**src/rtl/core/pop3_flow_classifier_unit_defines.svh**
```systemverilog
// Assertion macros for the POP3 flow classifier.
// Each macro expects clk and rst in scope at the point of use.
`ifndef POP3_FLOW_CLASSIFIER_UNIT_DEFINES_SVH
`define POP3_FLOW_CLASSIFIER_UNIT_DEFINES_SVH

// same-cycle implication, checked outside reset
`define POP3FC_ASSERT_NOW(label, ante, cons, msg) \
  label: assert property (@(posedge clk) disable iff (rst) (ante) |-> (cons)) \
    else $error(msg);

// next-cycle implication, checked outside reset
`define POP3FC_ASSERT_NEXT(label, ante, cons, msg) \
  label: assert property (@(posedge clk) disable iff (rst) (ante) |=> (cons)) \
    else $error(msg);

`endif

```
**src/rtl/core/pop3fc_pkg.sv**
```systemverilog
// Shared types, constants and match helpers for the POP3 flow classifier.
// No dependencies.
package pop3fc_pkg;

  localparam int unsigned NUM_CMDS = 11;
  localparam int unsigned CLS_DEPTH = 4;   // power of two: pointers wrap
  localparam int unsigned CLS_PTR_W = $clog2(CLS_DEPTH);
  localparam int unsigned CLS_CNT_W = $clog2(CLS_DEPTH + 1);
  localparam int unsigned RES_DEPTH = 2;
  localparam int unsigned RES_PTR_W = $clog2(RES_DEPTH);
  localparam int unsigned RES_CNT_W = $clog2(RES_DEPTH + 1);

  localparam logic [7:0]  SPLIT_LIMIT_RESET = 8'd12;
  localparam logic [4:0]  ID_THRESH_RESET   = 5'd3;
  localparam logic [15:0] CRLF_WORD         = 16'h0d0a;
  localparam logic [7:0]  RESP_MAX          = 8'hff;

  localparam logic [7:0] CH_PLUS  = 8'h2b;
  localparam logic [7:0] CH_MINUS = 8'h2d;
  localparam logic [7:0] CH_O     = 8'h6f;
  localparam logic [7:0] CH_K     = 8'h6b;
  localparam logic [7:0] CH_E     = 8'h65;
  localparam logic [7:0] CH_R     = 8'h72;

  // configuration register indexes
  localparam logic CFG_SPLIT_LIMIT = 1'b0;
  localparam logic CFG_ID_THRESH   = 1'b1;

  // lower-case client commands, index is the mask bit, first letter in [31:24]
  localparam logic [31:0] CMD_TABLE [NUM_CMDS] = '{
    "auth", "apop", "user", "pass", "capa", "list",
    "stat", "uidl", "retr", "dele", "stls"
  };

  typedef enum logic [2:0] {
    VERDICT_IDLE       = 3'd0,
    VERDICT_CONTINUE   = 3'd1,
    VERDICT_IDENTIFIED = 3'd2,
    VERDICT_SPLIT      = 3'd3,
    VERDICT_EXCLUDED   = 3'd4
  } verdict_t;

  // classified packet, front to back
  typedef struct packed {
    logic                flow_start;
    logic                is_resp;
    logic [NUM_CMDS-1:0] cmd_hit;   // one-hot or zero
    logic                crlf;
    logic                young;     // packet_count below split limit
  } cls_t;

  typedef struct packed {
    verdict_t            verdict;
    logic [NUM_CMDS-1:0] command_mask;
    logic [7:0]          response_count;
  } res_t;

  // flow state seen from the top level
  typedef struct packed {
    logic [NUM_CMDS-1:0] seen;
    logic [3:0]          cmd_count;
    logic                excluded;
    logic                identified;
  } flow_status_t;

  // letter match in either case; lower must be a lower-case letter
  function automatic logic letter_is(input logic [7:0] b, input logic [7:0] lower);
    return (b | 8'h20) == lower;
  endfunction

endpackage

```
**src/rtl/core/pop3_flow_classifier_unit.sv**
```systemverilog
// Top level of the POP3 flow classifier: config registers, front, queue, back.
// Depends on pop3fc_pkg, pop3fc_front, pop3fc_cls_queue, pop3fc_back and the defines header.
//
// One packet summary enters per cycle unless full, and one result leaves per cycle unless empty.
// A packet is matched combinationally on the push side and written into a four-entry queue;
// the back end reads one entry per cycle while the result buffer has room or is being popped,
// updates the flow state and writes the verdict into a two-entry result buffer, so a result
// passes through the queue entry and then the result buffer before it is visible. Throughput
// is set by the flow state update loop in the back end. Config writes must happen only while
// no packet is in flight; the split limit is applied as packets are pushed.
`include "pop3_flow_classifier_unit_defines.svh"

module pop3_flow_classifier_unit (
  input  logic        clk,
  input  logic        rst,
  input  logic        push,
  output logic        full,
  input  logic        flow_start,
  input  logic [7:0]  byte0,
  input  logic [7:0]  byte1,
  input  logic [7:0]  byte2,
  input  logic [7:0]  byte3,
  input  logic [7:0]  tail_hi,
  input  logic [7:0]  tail_lo,
  input  logic [15:0] payload_len,
  input  logic [15:0] packet_count,
  output logic        empty,
  input  logic        pop,
  output logic [2:0]  verdict,
  output logic [10:0] command_mask,
  output logic [7:0]  response_count,
  input  logic        cfg_we,
  input  logic        cfg_index,
  input  logic [7:0]  cfg_data
);

  logic [7:0]                 split_limit;
  logic [4:0]                 id_thresh;
  pop3fc_pkg::cls_t           front_item;
  pop3fc_pkg::cls_t           queue_item;
  logic                       queue_valid;
  logic                       queue_take;
  pop3fc_pkg::res_t           res_item;
  pop3fc_pkg::flow_status_t   status;

  always_ff @(posedge clk) begin
    if (rst) begin
      split_limit <= pop3fc_pkg::SPLIT_LIMIT_RESET;
      id_thresh   <= pop3fc_pkg::ID_THRESH_RESET;
    end else if (cfg_we) begin
      unique case (cfg_index)
        pop3fc_pkg::CFG_SPLIT_LIMIT: split_limit <= cfg_data;
        pop3fc_pkg::CFG_ID_THRESH:   id_thresh   <= cfg_data[4:0];
        default: ;
      endcase
    end
  end

  pop3fc_front u_front (
    .flow_start   (flow_start),
    .byte0        (byte0),
    .byte1        (byte1),
    .byte2        (byte2),
    .byte3        (byte3),
    .tail_hi      (tail_hi),
    .tail_lo      (tail_lo),
    .payload_len  (payload_len),
    .packet_count (packet_count),
    .split_limit  (split_limit),
    .item         (front_item)
  );

  pop3fc_cls_queue u_queue (
    .clk     (clk),
    .rst     (rst),
    .wr_en   (push),
    .wr_item (front_item),
    .full    (full),
    .rd_en   (queue_take),
    .valid   (queue_valid),
    .rd_item (queue_item)
  );

  pop3fc_back u_back (
    .clk       (clk),
    .rst       (rst),
    .cls_valid (queue_valid),
    .cls_item  (queue_item),
    .cls_take  (queue_take),
    .id_thresh (id_thresh),
    .res_pop   (pop),
    .res_empty (empty),
    .res_item  (res_item),
    .status    (status)
  );

  assign verdict        = res_item.verdict;
  assign command_mask   = res_item.command_mask;
  assign response_count = res_item.response_count;

  `POP3FC_ASSERT_NOW(a_one_decision, 1'b1, !(status.excluded && status.identified), "flow both excluded and identified")
  `POP3FC_ASSERT_NOW(a_cmd_count, 1'b1, status.cmd_count == 4'($countones(status.seen)), "command count out of step with mask")
  `POP3FC_ASSERT_NOW(a_ident_has_resp, !empty && verdict == pop3fc_pkg::VERDICT_IDENTIFIED, response_count != 8'd0, "identified without a response")

endmodule

```
**src/rtl/core/pop3fc_front.sv**
```systemverilog
// Front end: matches responses, client commands and the CR LF ending of one packet.
// Depends on pop3fc_pkg.
module pop3fc_front (
  input  logic              flow_start,
  input  logic [7:0]        byte0,
  input  logic [7:0]        byte1,
  input  logic [7:0]        byte2,
  input  logic [7:0]        byte3,
  input  logic [7:0]        tail_hi,
  input  logic [7:0]        tail_lo,
  input  logic [15:0]       payload_len,
  input  logic [15:0]       packet_count,
  input  logic [7:0]        split_limit,
  output pop3fc_pkg::cls_t  item
);

  logic                                is_ok;
  logic                                is_err;
  logic                                len_gt2;
  logic                                len_gt3;
  logic                                len_gt4;
  logic [pop3fc_pkg::NUM_CMDS-1:0]     hit;

  assign len_gt2 = payload_len > 16'd2;
  assign len_gt3 = payload_len > 16'd3;
  assign len_gt4 = payload_len > 16'd4;

  assign is_ok = len_gt3 && (byte0 == pop3fc_pkg::CH_PLUS) &&
                 pop3fc_pkg::letter_is(byte1, pop3fc_pkg::CH_O) &&
                 pop3fc_pkg::letter_is(byte2, pop3fc_pkg::CH_K);

  assign is_err = len_gt4 && (byte0 == pop3fc_pkg::CH_MINUS) &&
                  pop3fc_pkg::letter_is(byte1, pop3fc_pkg::CH_E) &&
                  pop3fc_pkg::letter_is(byte2, pop3fc_pkg::CH_R) &&
                  pop3fc_pkg::letter_is(byte3, pop3fc_pkg::CH_R);

  // commands are distinct words, so at most one entry hits
  for (genvar i = 0; i < pop3fc_pkg::NUM_CMDS; i++) begin : g_cmd
    assign hit[i] = pop3fc_pkg::letter_is(byte0, pop3fc_pkg::CMD_TABLE[i][31:24]) &&
                    pop3fc_pkg::letter_is(byte1, pop3fc_pkg::CMD_TABLE[i][23:16]) &&
                    pop3fc_pkg::letter_is(byte2, pop3fc_pkg::CMD_TABLE[i][15:8]) &&
                    pop3fc_pkg::letter_is(byte3, pop3fc_pkg::CMD_TABLE[i][7:0]);
  end

  always_comb begin
    item.flow_start = flow_start;
    item.is_resp    = is_ok || is_err;
    item.cmd_hit    = (len_gt4 && !(is_ok || is_err)) ? hit : '0;
    item.crlf       = len_gt2 && ({tail_hi, tail_lo} == pop3fc_pkg::CRLF_WORD);
    item.young      = packet_count < {8'd0, split_limit};
  end

endmodule

```
**src/rtl/core/pop3fc_cls_queue.sv**
```systemverilog
// Short queue of classified packets between the front and back ends.
// Depends on pop3fc_pkg.
module pop3fc_cls_queue (
  input  logic              clk,
  input  logic              rst,
  input  logic              wr_en,
  input  pop3fc_pkg::cls_t  wr_item,
  output logic              full,
  input  logic              rd_en,
  output logic              valid,
  output pop3fc_pkg::cls_t  rd_item
);

  pop3fc_pkg::cls_t                  entries [pop3fc_pkg::CLS_DEPTH];
  logic [pop3fc_pkg::CLS_PTR_W-1:0]  wr_ptr;
  logic [pop3fc_pkg::CLS_PTR_W-1:0]  rd_ptr;
  logic [pop3fc_pkg::CLS_CNT_W-1:0]  count;
  logic                              do_wr;
  logic                              do_rd;

  assign full  = count == pop3fc_pkg::CLS_CNT_W'(pop3fc_pkg::CLS_DEPTH);
  assign valid = count != '0;
  assign do_wr = wr_en && !full;
  assign do_rd = rd_en && valid;
  assign rd_item = entries[rd_ptr];

  always_ff @(posedge clk) begin
    if (rst) begin
      wr_ptr <= '0;
      rd_ptr <= '0;
      count  <= '0;
    end else begin
      if (do_wr) wr_ptr <= wr_ptr + 1'b1;
      if (do_rd) rd_ptr <= rd_ptr + 1'b1;
      unique case ({do_wr, do_rd})
        2'b10:   count <= count + 1'b1;
        2'b01:   count <= count - 1'b1;
        default: count <= count;
      endcase
    end
  end

  always_ff @(posedge clk) begin
    if (do_wr) entries[wr_ptr] <= wr_item;
  end

endmodule

```
**src/rtl/core/pop3fc_back.sv**
```systemverilog
// Back end: holds the flow state, decides the verdict and buffers results.
// Depends on pop3fc_pkg.
module pop3fc_back (
  input  logic                      clk,
  input  logic                      rst,
  input  logic                      cls_valid,
  input  pop3fc_pkg::cls_t          cls_item,
  output logic                      cls_take,
  input  logic [4:0]                id_thresh,
  input  logic                      res_pop,
  output logic                      res_empty,
  output pop3fc_pkg::res_t          res_item,
  output pop3fc_pkg::flow_status_t  status
);

  logic [pop3fc_pkg::NUM_CMDS-1:0]   seen;
  logic [pop3fc_pkg::NUM_CMDS-1:0]   seen_next;
  logic [3:0]                        cmd_count;
  logic [3:0]                        cmd_count_next;
  logic [7:0]                        responses;
  logic [7:0]                        responses_next;
  logic                              excluded;
  logic                              excluded_next;
  logic                              identified;
  logic                              identified_next;
  pop3fc_pkg::verdict_t              verdict;

  logic [pop3fc_pkg::NUM_CMDS-1:0]   seen_base;
  logic [3:0]                        cnt_base;
  logic [7:0]                        resp_base;
  logic                              excl_base;
  logic                              ident_base;
  logic                              matched;
  logic [8:0]                        evidence;

  pop3fc_pkg::res_t                  res_buf [pop3fc_pkg::RES_DEPTH];
  logic [pop3fc_pkg::RES_PTR_W-1:0]  res_wr_ptr;
  logic [pop3fc_pkg::RES_PTR_W-1:0]  res_rd_ptr;
  logic [pop3fc_pkg::RES_CNT_W-1:0]  res_count;
  logic                              res_full;
  logic                              do_pop;

  assign res_full  = res_count == pop3fc_pkg::RES_CNT_W'(pop3fc_pkg::RES_DEPTH);
  assign res_empty = res_count == '0;
  assign do_pop    = res_pop && !res_empty;
  // a slot frees up when the oldest result leaves this cycle
  assign cls_take  = cls_valid && (!res_full || do_pop);
  assign res_item  = res_buf[res_rd_ptr];

  always_comb begin
    seen_base  = cls_item.flow_start ? '0   : seen;
    cnt_base   = cls_item.flow_start ? '0   : cmd_count;
    resp_base  = cls_item.flow_start ? '0   : responses;
    excl_base  = cls_item.flow_start ? 1'b0 : excluded;
    ident_base = cls_item.flow_start ? 1'b0 : identified;

    seen_next       = seen_base;
    cmd_count_next  = cnt_base;
    responses_next  = resp_base;
    excluded_next   = excl_base;
    identified_next = ident_base;
    verdict         = pop3fc_pkg::VERDICT_IDLE;
    matched         = cls_item.is_resp || (cls_item.cmd_hit != '0);
    evidence        = '0;

    if (!excl_base && !ident_base) begin
      if (cls_item.is_resp && resp_base != pop3fc_pkg::RESP_MAX) begin
        responses_next = resp_base + 1'b1;
      end
      seen_next      = seen_base | cls_item.cmd_hit;
      cmd_count_next = cnt_base + 4'(|(cls_item.cmd_hit & ~seen_base));
      evidence       = {5'd0, cmd_count_next} + {1'b0, responses_next};

      priority if (matched) begin
        if (cls_item.crlf && responses_next != '0 && evidence >= {4'd0, id_thresh}) begin
          identified_next = 1'b1;
          verdict         = pop3fc_pkg::VERDICT_IDENTIFIED;
        end else begin
          verdict = pop3fc_pkg::VERDICT_CONTINUE;
        end
      end else if ((cls_item.crlf || seen_base != '0 || resp_base != '0) &&
                   cls_item.young) begin
        verdict = pop3fc_pkg::VERDICT_SPLIT;
      end else begin
        excluded_next = 1'b1;
        verdict       = pop3fc_pkg::VERDICT_EXCLUDED;
      end
    end
  end

  always_ff @(posedge clk) begin
    if (rst) begin
      seen       <= '0;
      cmd_count  <= '0;
      responses  <= '0;
      excluded   <= 1'b0;
      identified <= 1'b0;
      res_wr_ptr <= '0;
      res_rd_ptr <= '0;
      res_count  <= '0;
    end else begin
      if (cls_take) begin
        seen       <= seen_next;
        cmd_count  <= cmd_count_next;
        responses  <= responses_next;
        excluded   <= excluded_next;
        identified <= identified_next;
        res_wr_ptr <= res_wr_ptr + 1'b1;
      end
      if (do_pop) res_rd_ptr <= res_rd_ptr + 1'b1;
      unique case ({cls_take, do_pop})
        2'b10:   res_count <= res_count + 1'b1;
        2'b01:   res_count <= res_count - 1'b1;
        default: res_count <= res_count;
      endcase
    end
  end

  always_ff @(posedge clk) begin
    if (cls_take) begin
      res_buf[res_wr_ptr] <= '{verdict: verdict, command_mask: seen_next,
                               response_count: responses_next};
    end
  end

  always_comb begin
    status.seen       = seen;
    status.cmd_count  = cmd_count;
    status.excluded   = excluded;
    status.identified = identified;
  end

endmodule
```
**config.mk**
```make
export PLATFORM = sky130hd
export DESIGN_NAME = pop3_flow_classifier_unit
export DESIGN_NICKNAME = d
export VERILOG_FILES = /design/src/rtl/core/pop3fc_pkg.sv /design/src/rtl/core/pop3_flow_classifier_unit.sv /design/src/rtl/core/pop3fc_front.sv /design/src/rtl/core/pop3fc_cls_queue.sv /design/src/rtl/core/pop3fc_back.sv
export VERILOG_INCLUDE_DIRS = /design/src /design/src/rtl/core
export SDC_FILE = /design/constraint.sdc
export NUM_CORES = 1
export LEC_CHECK = 0
export ABC_CLOCK_PERIOD_IN_PS = 12700
export BUFFER_PORTS_ARGS = -buffer_cell sky130_fd_sc_hd__buf_2
export CAP_MARGIN = 20
export CORE_AREA = 4 4 119 121
export CTS_CLUSTER_SIZE = 25
export DETAILED_ROUTE_END_ITERATION = 10
export DIE_AREA = 0 0 123 125
export GPL_TIMING_DRIVEN = 0
export MAX_ROUTING_LAYER = met4
export PLACE_DENSITY = 0.82
export SYNTH_ARGS = -nofsm -noshare
export SYNTH_HDL_FRONTEND = slang
export SYNTH_SLANG_ARGS = --single-unit
export TNS_END_PERCENT = 50
```
**constraint.sdc**
```tcl
create_clock -name clk -period 12.7 [get_ports clk]
set_clock_uncertainty 0.05 [all_clocks]
set_input_delay 1.27 -clock clk [delete_from_list [all_inputs] [get_ports clk]]
set_output_delay 1.27 -clock clk [all_outputs]
set_load 0.01 [all_outputs]
```
# Word-level counts from Yosys, hierarchy flattened
# Memory sizes are Yosys's and may differ from the RTL's. A register that Yosys moved wholly into a read port is not among the register bits.
# Index checks and enable logic that the tools add are counted.
# word_totals
ff_bits	49
latchBits	0
mem_bits_rw	104
mem_bits_ro	0
input_bits	95
elab_cells	182
n_memories	2
# memory_table
memory	depth	word_bits	read_ports	rd_ports_with_merged_regs	wr	line	rtl
u_queue.entries	4	15	1	1	1	pop3fc_cls_queue.sv:14	pop3fc_pkg::cls_t entries [pop3fc_pkg::CLS_DEPTH];
u_back.res_buf	2	22	1	1	1	pop3fc_back.sv:36	pop3fc_pkg::res_t res_buf [pop3fc_pkg::RES_DEPTH];
# classes
add_sub_neg	11
n_mul	0
div_mod_pow	0
n_lt_le_gt_ge	5
eq_ne	44
shift	0
muxes	31
bitwise_logic	4
n_reduce_logical	72
# ops
cell	n
$eq 7x6->1 const B	34
$logic_and 1x1->1	50
$mux 11	3
$gt 16x2->1 const B	2
$mux 8	4
$reduce_bool 11->1	2
$eq 16x12->1 const B	1
$eq 8x6->1 const B	2
$gt 16x3->1 const B	1
$lt 16x8->1	1
$reduce_bool 8->1	2
$mux 1	14
$and 11x11->11	1
$not 11->11	1
$or 11x11->11	1
$reduce_or 11->1	1
$add 4x8->9	1
$ge 9x5->1	1
$mux 3	3
$add 8x1->8 const B	1
$mux 4	2
$ne 8x8->1 const B	1
$add 2x1->2 const B	3
$eq 2x2->1 const B	3
other kinds (17)	32

# Longest topological paths before layout
# logic_depth
word_depth	11
depth_mapped	21

# Hierarchy
# A second synthesis with hierarchy kept.
# hier_totals
cells_unflattened	699
hier_area_um2	7891.3
# modules_own_cells
mod	instances	cells_per_inst	area_each_um2
pop3fc_back	1	382	3812.4
pop3fc_cls_queue	1	130	2670.1
pop3fc_front	1	131	848.3
pop3_flow_classifier_unit	1	56	560.5

# Worst setup path before layout
# No wires, ideal clock.
# synth_timing
path_type	reg-to-reg
startpoint	reg (tool-made name)
endpoint	mem u_back.res_buf[0][19] (netlist bit), data pin
t_arrival_ps	4345
setup_slack_ps	8046
stages_incl_launch_ff	20
period_less_slack_ps	4654
path_cell_list	dfxtp_1 > buf_6 > mux4_2 > nand2b_1 > buf_4 > inv_1 > ha_1 > nand3_1 > o31ai_4 > mux2i_1 > inv_1 > ha_1 > a21o_1 > a21o_1 > xor2_1 > ha_1 > o21ai_0 > a2111oi_0 > a32oi_1 > and3_1
# synth_lines
element	line
end, declared	pop3fc_back.sv:36

==> run metrics <==
FMAX=between 150 and 200 MHz; FF-to-FF path depth=19; hold-critical path depth=2; hold_sp=u_back.cmd_count[0]$_SDFFE_PP0P_; average wire per standard cell=~18 um; syn_nets=about 810; flop2flop setup slack=a little over 7000 ps; post-layout util=0.698; leakage=between 3 and 4 nW; sequential area share after synthesis=0.541; data required time at the worst endpoint=about 13000 ps; total power=~2.0 mW; area of the multi-input gates=0.00328 mm2; Crit. End Element=flop; syn_area_per_cell=about 11 um2; Min Clock Period, post-route=about 5500 ps; cts bufs inserted=17; clk slew on worst S/H paths=approximately 70 ps; initial detailed-routing violation count=roughly 550; Routed WL=18500 um; Slew headroom=0.383; Post-synth EDFFs=roughly 100; GRT Total Usage=0.253; YS warnings=0; via count=around 6000; Seq cells post-synth=156; setup TNS=0 ps; Placed Instances=979; Final Instance Area=0.00913 mm2; vias per inst=approximately 6; dpl hpwl=around 14000 um; PwrDens=between 200 and 250 mW/mm2; Remaining Overflow, GRT=0; post-cts repair resize count=0; Post-CTS Hold Fix Bufs=0; clock tree sinks=156; Non-Filler Instances=roughly 1000; number of max-cap violations=0; largest net degree at the start of global routing=23; Hold EP=u_back.cmd_count[0]$_SDFFE_PP0P_; Layout Nets=945; buffer levels on the longest clock path=2; fin. max-slew vios=0; RSZ-0062 raised after global routing=false; Netlist Area Pre-Place=roughly 0.0077 mm2; antenna violations before repair=0; die area=between 0.015 and 0.02 mm2; First-pass DRT Iterations=5; PortBufs=around 110; CP startpoint kind=flop; die width=123 um; DRT antenna net count=0; CTS H-tree lvls=4; global-route wire length before repair=about 30000 um; layout cells sized above 1=0.237; # diodes=0; post-place instance area=0.00851 mm2; slew of the pin with the lowest slew margin=926 ps; Post-synth ARST share=0; io pins=between 100 and 150; status=finished clean; initial core utilization=0.588; Area Growth Syn to Fin=18.6%; Die Y=125 um; kind of critical path=reg -> reg; Final Hold Viols=0; Data arrival, critical path=about 5600 ps; DRC Markers=0; Post-CTS Setup Bufs=0; core box area=0.0131 mm2; worst-skew pair later-pin latency=430 ps; Synth Flop Type=edfxtp_1; root buf cell=clkbuf_16; filler instances=between 900 and 1000; CP Max Fanout=10; Critical R2R Capture=u_back.res_buf[1][19]$_DFFE_PP_; class of the worst hold path=reg -> reg; final setup violation count=0; Placer Congestion=a little over 0.9; vias in the first global route=5899; peak supply drop=~0.099 mV; synth unique cells=67; Mapped Cells=688; # rows=42; crit share post-route=0.432; FF+latch area=~0.0042 mm2; CTS tree=done
registers in the layout (all words and copies together) (netlist names), named ones only:
name and count:
u_back.res_count 2, u_queue.wr_ptr 2, u_back.identified 1, u_back.seen 11, u_back.res_rd_ptr 1, split_limit 8
u_back.excluded 1, u_queue.entries 60, u_queue.count 3, u_back.responses 8, id_thresh 5, u_back.cmd_count 4
u_back.res_buf 44, u_back.res_wr_ptr 1, u_queue.rd_ptr 2
layer usage:
metal / share of wire / up-vias / wire length (um) / track usage
li1: - / 2827 / - / -
met3: 0.061 / 50 / 1140 / 0.0416
met1: 0.40 / 2864 / 7340 / 0.312
met2: 0.51 / 267 / 9420 / 0.411
met4: 0.033 / 0 / 614 / 0.110
met5: 0 / - / 0 / -
stage by stage:
step           hold WS (ps)  worst slack, ps
2_1_floorplan           382             8050
3_3_place_gp            391             7290
3_5_place_dp            399             7250
4_1_cts                 409             7180
5_1_grt                 426             6890
6_report                408             7210
cell usage in the layout, fill, tap and decap left out, drive strengths merged, types with 7 or more instances in the layout:
master | synthesis | routed
clkinv | 0 | 7
mux4 | 15 | 15
o21ai | 17 | 17
edfxtp | 104 | 104
buf | 10 | 125
dfxtp | 52 | 52
nand4 | 13 | 13
xor2 | 8 | 8
mux2 | 25 | 25
nand2 | 89 | 89
inv | 40 | 47
mux2i | 7 | 7
nand2b | 7 | 7
ha | 26 | 26
a21oi | 45 | 45
nor3 | 15 | 15
nor2b | 15 | 15
clkbuf | 15 | 32
nand3 | 27 | 27
nor2 | 44 | 44
xnor2 | 9 | 9
nor4 | 20 | 20
a21o | 9 | 9
power breakdown:
group	internal (mW)	switching (mW)	total (mW)
registers	0.689	0.0521	0.741
logic	0.289	0.438	0.727
clock network	0.285	0.231	0.516
critical path, cell delays in order, from the launching register on:
cell and delay (ps):
dfxtp_1 310, buf_2 260, buf_1 540, mux4_2 450, nor2b_1 160, a2111oi_0 470
nand4_1 240, ha_1 280, ha_1 380, inv_1 80, fa_1 430, inv_1 100
a21o_1 110, a21oi_1 70, xnor2_1 130, ha_1 280, nor2_1 40, a2111oi_0 410
a32oi_1 170, and3_1 270
layout make-up:
type	instances	area share
Buffer	25	0.0119
Tap cell	176	0.0241
Clock inverter	15	0.0214
Sequential cell	156	0.456
Clock buffer	17	0.0466
Timing Repair Buffer	115	0.0641
Multi-Input combinational cell	467	0.359
Inverter	40	0.0164
cells in the mapped netlist (all sizes together) (13+ instances only):
master  number  area [um2]
ha          26         325
nor3        15        85.1
nand3       27         135
mux2        25         282
o21ai       17        85.1
dfxtp       52        1040
clkbuf      15        56.3
nor2b       15        93.8
inv         40         150
nor2        44         165
a21oi       45         225
edfxtp     104        3120
nand2       89         334
mux4        15         342
nand4       13        81.3
nor4        20         125
cells by family after synthesis:
family,synth area share
AND/OR/NAND/NOR,0.184
flip-flops,0.541
AO/OA/AOI/OAI,0.0847
buffers and inverters,0.0336
multiplexers,0.0900
adder cells (fa/ha/maj),0.0474
XOR/XNOR,0.0193
worst max-delay path by stage:
stage,start,end,slack [ps],depth (start not counted)
2_1_floorplan,flop,u_back.res_buf[0][19]$_DFFE_PP_,8050,19
5_1_grt,flop,u_back.res_buf[1][19]$_DFFE_PP_,6890,19
4_1_cts,flop,u_back.res_buf[1][19]$_DFFE_PP_,7180,17
6_report,flop,u_back.res_buf[1][19]$_DFFE_PP_,7210,19
3_3_place_gp,flop,u_back.res_buf[0][19]$_DFFE_PP_,7290,19
3_5_place_dp,flop,u_back.res_buf[1][19]$_DFFE_PP_,7250,19
Power figures use the tool's default switching activity.
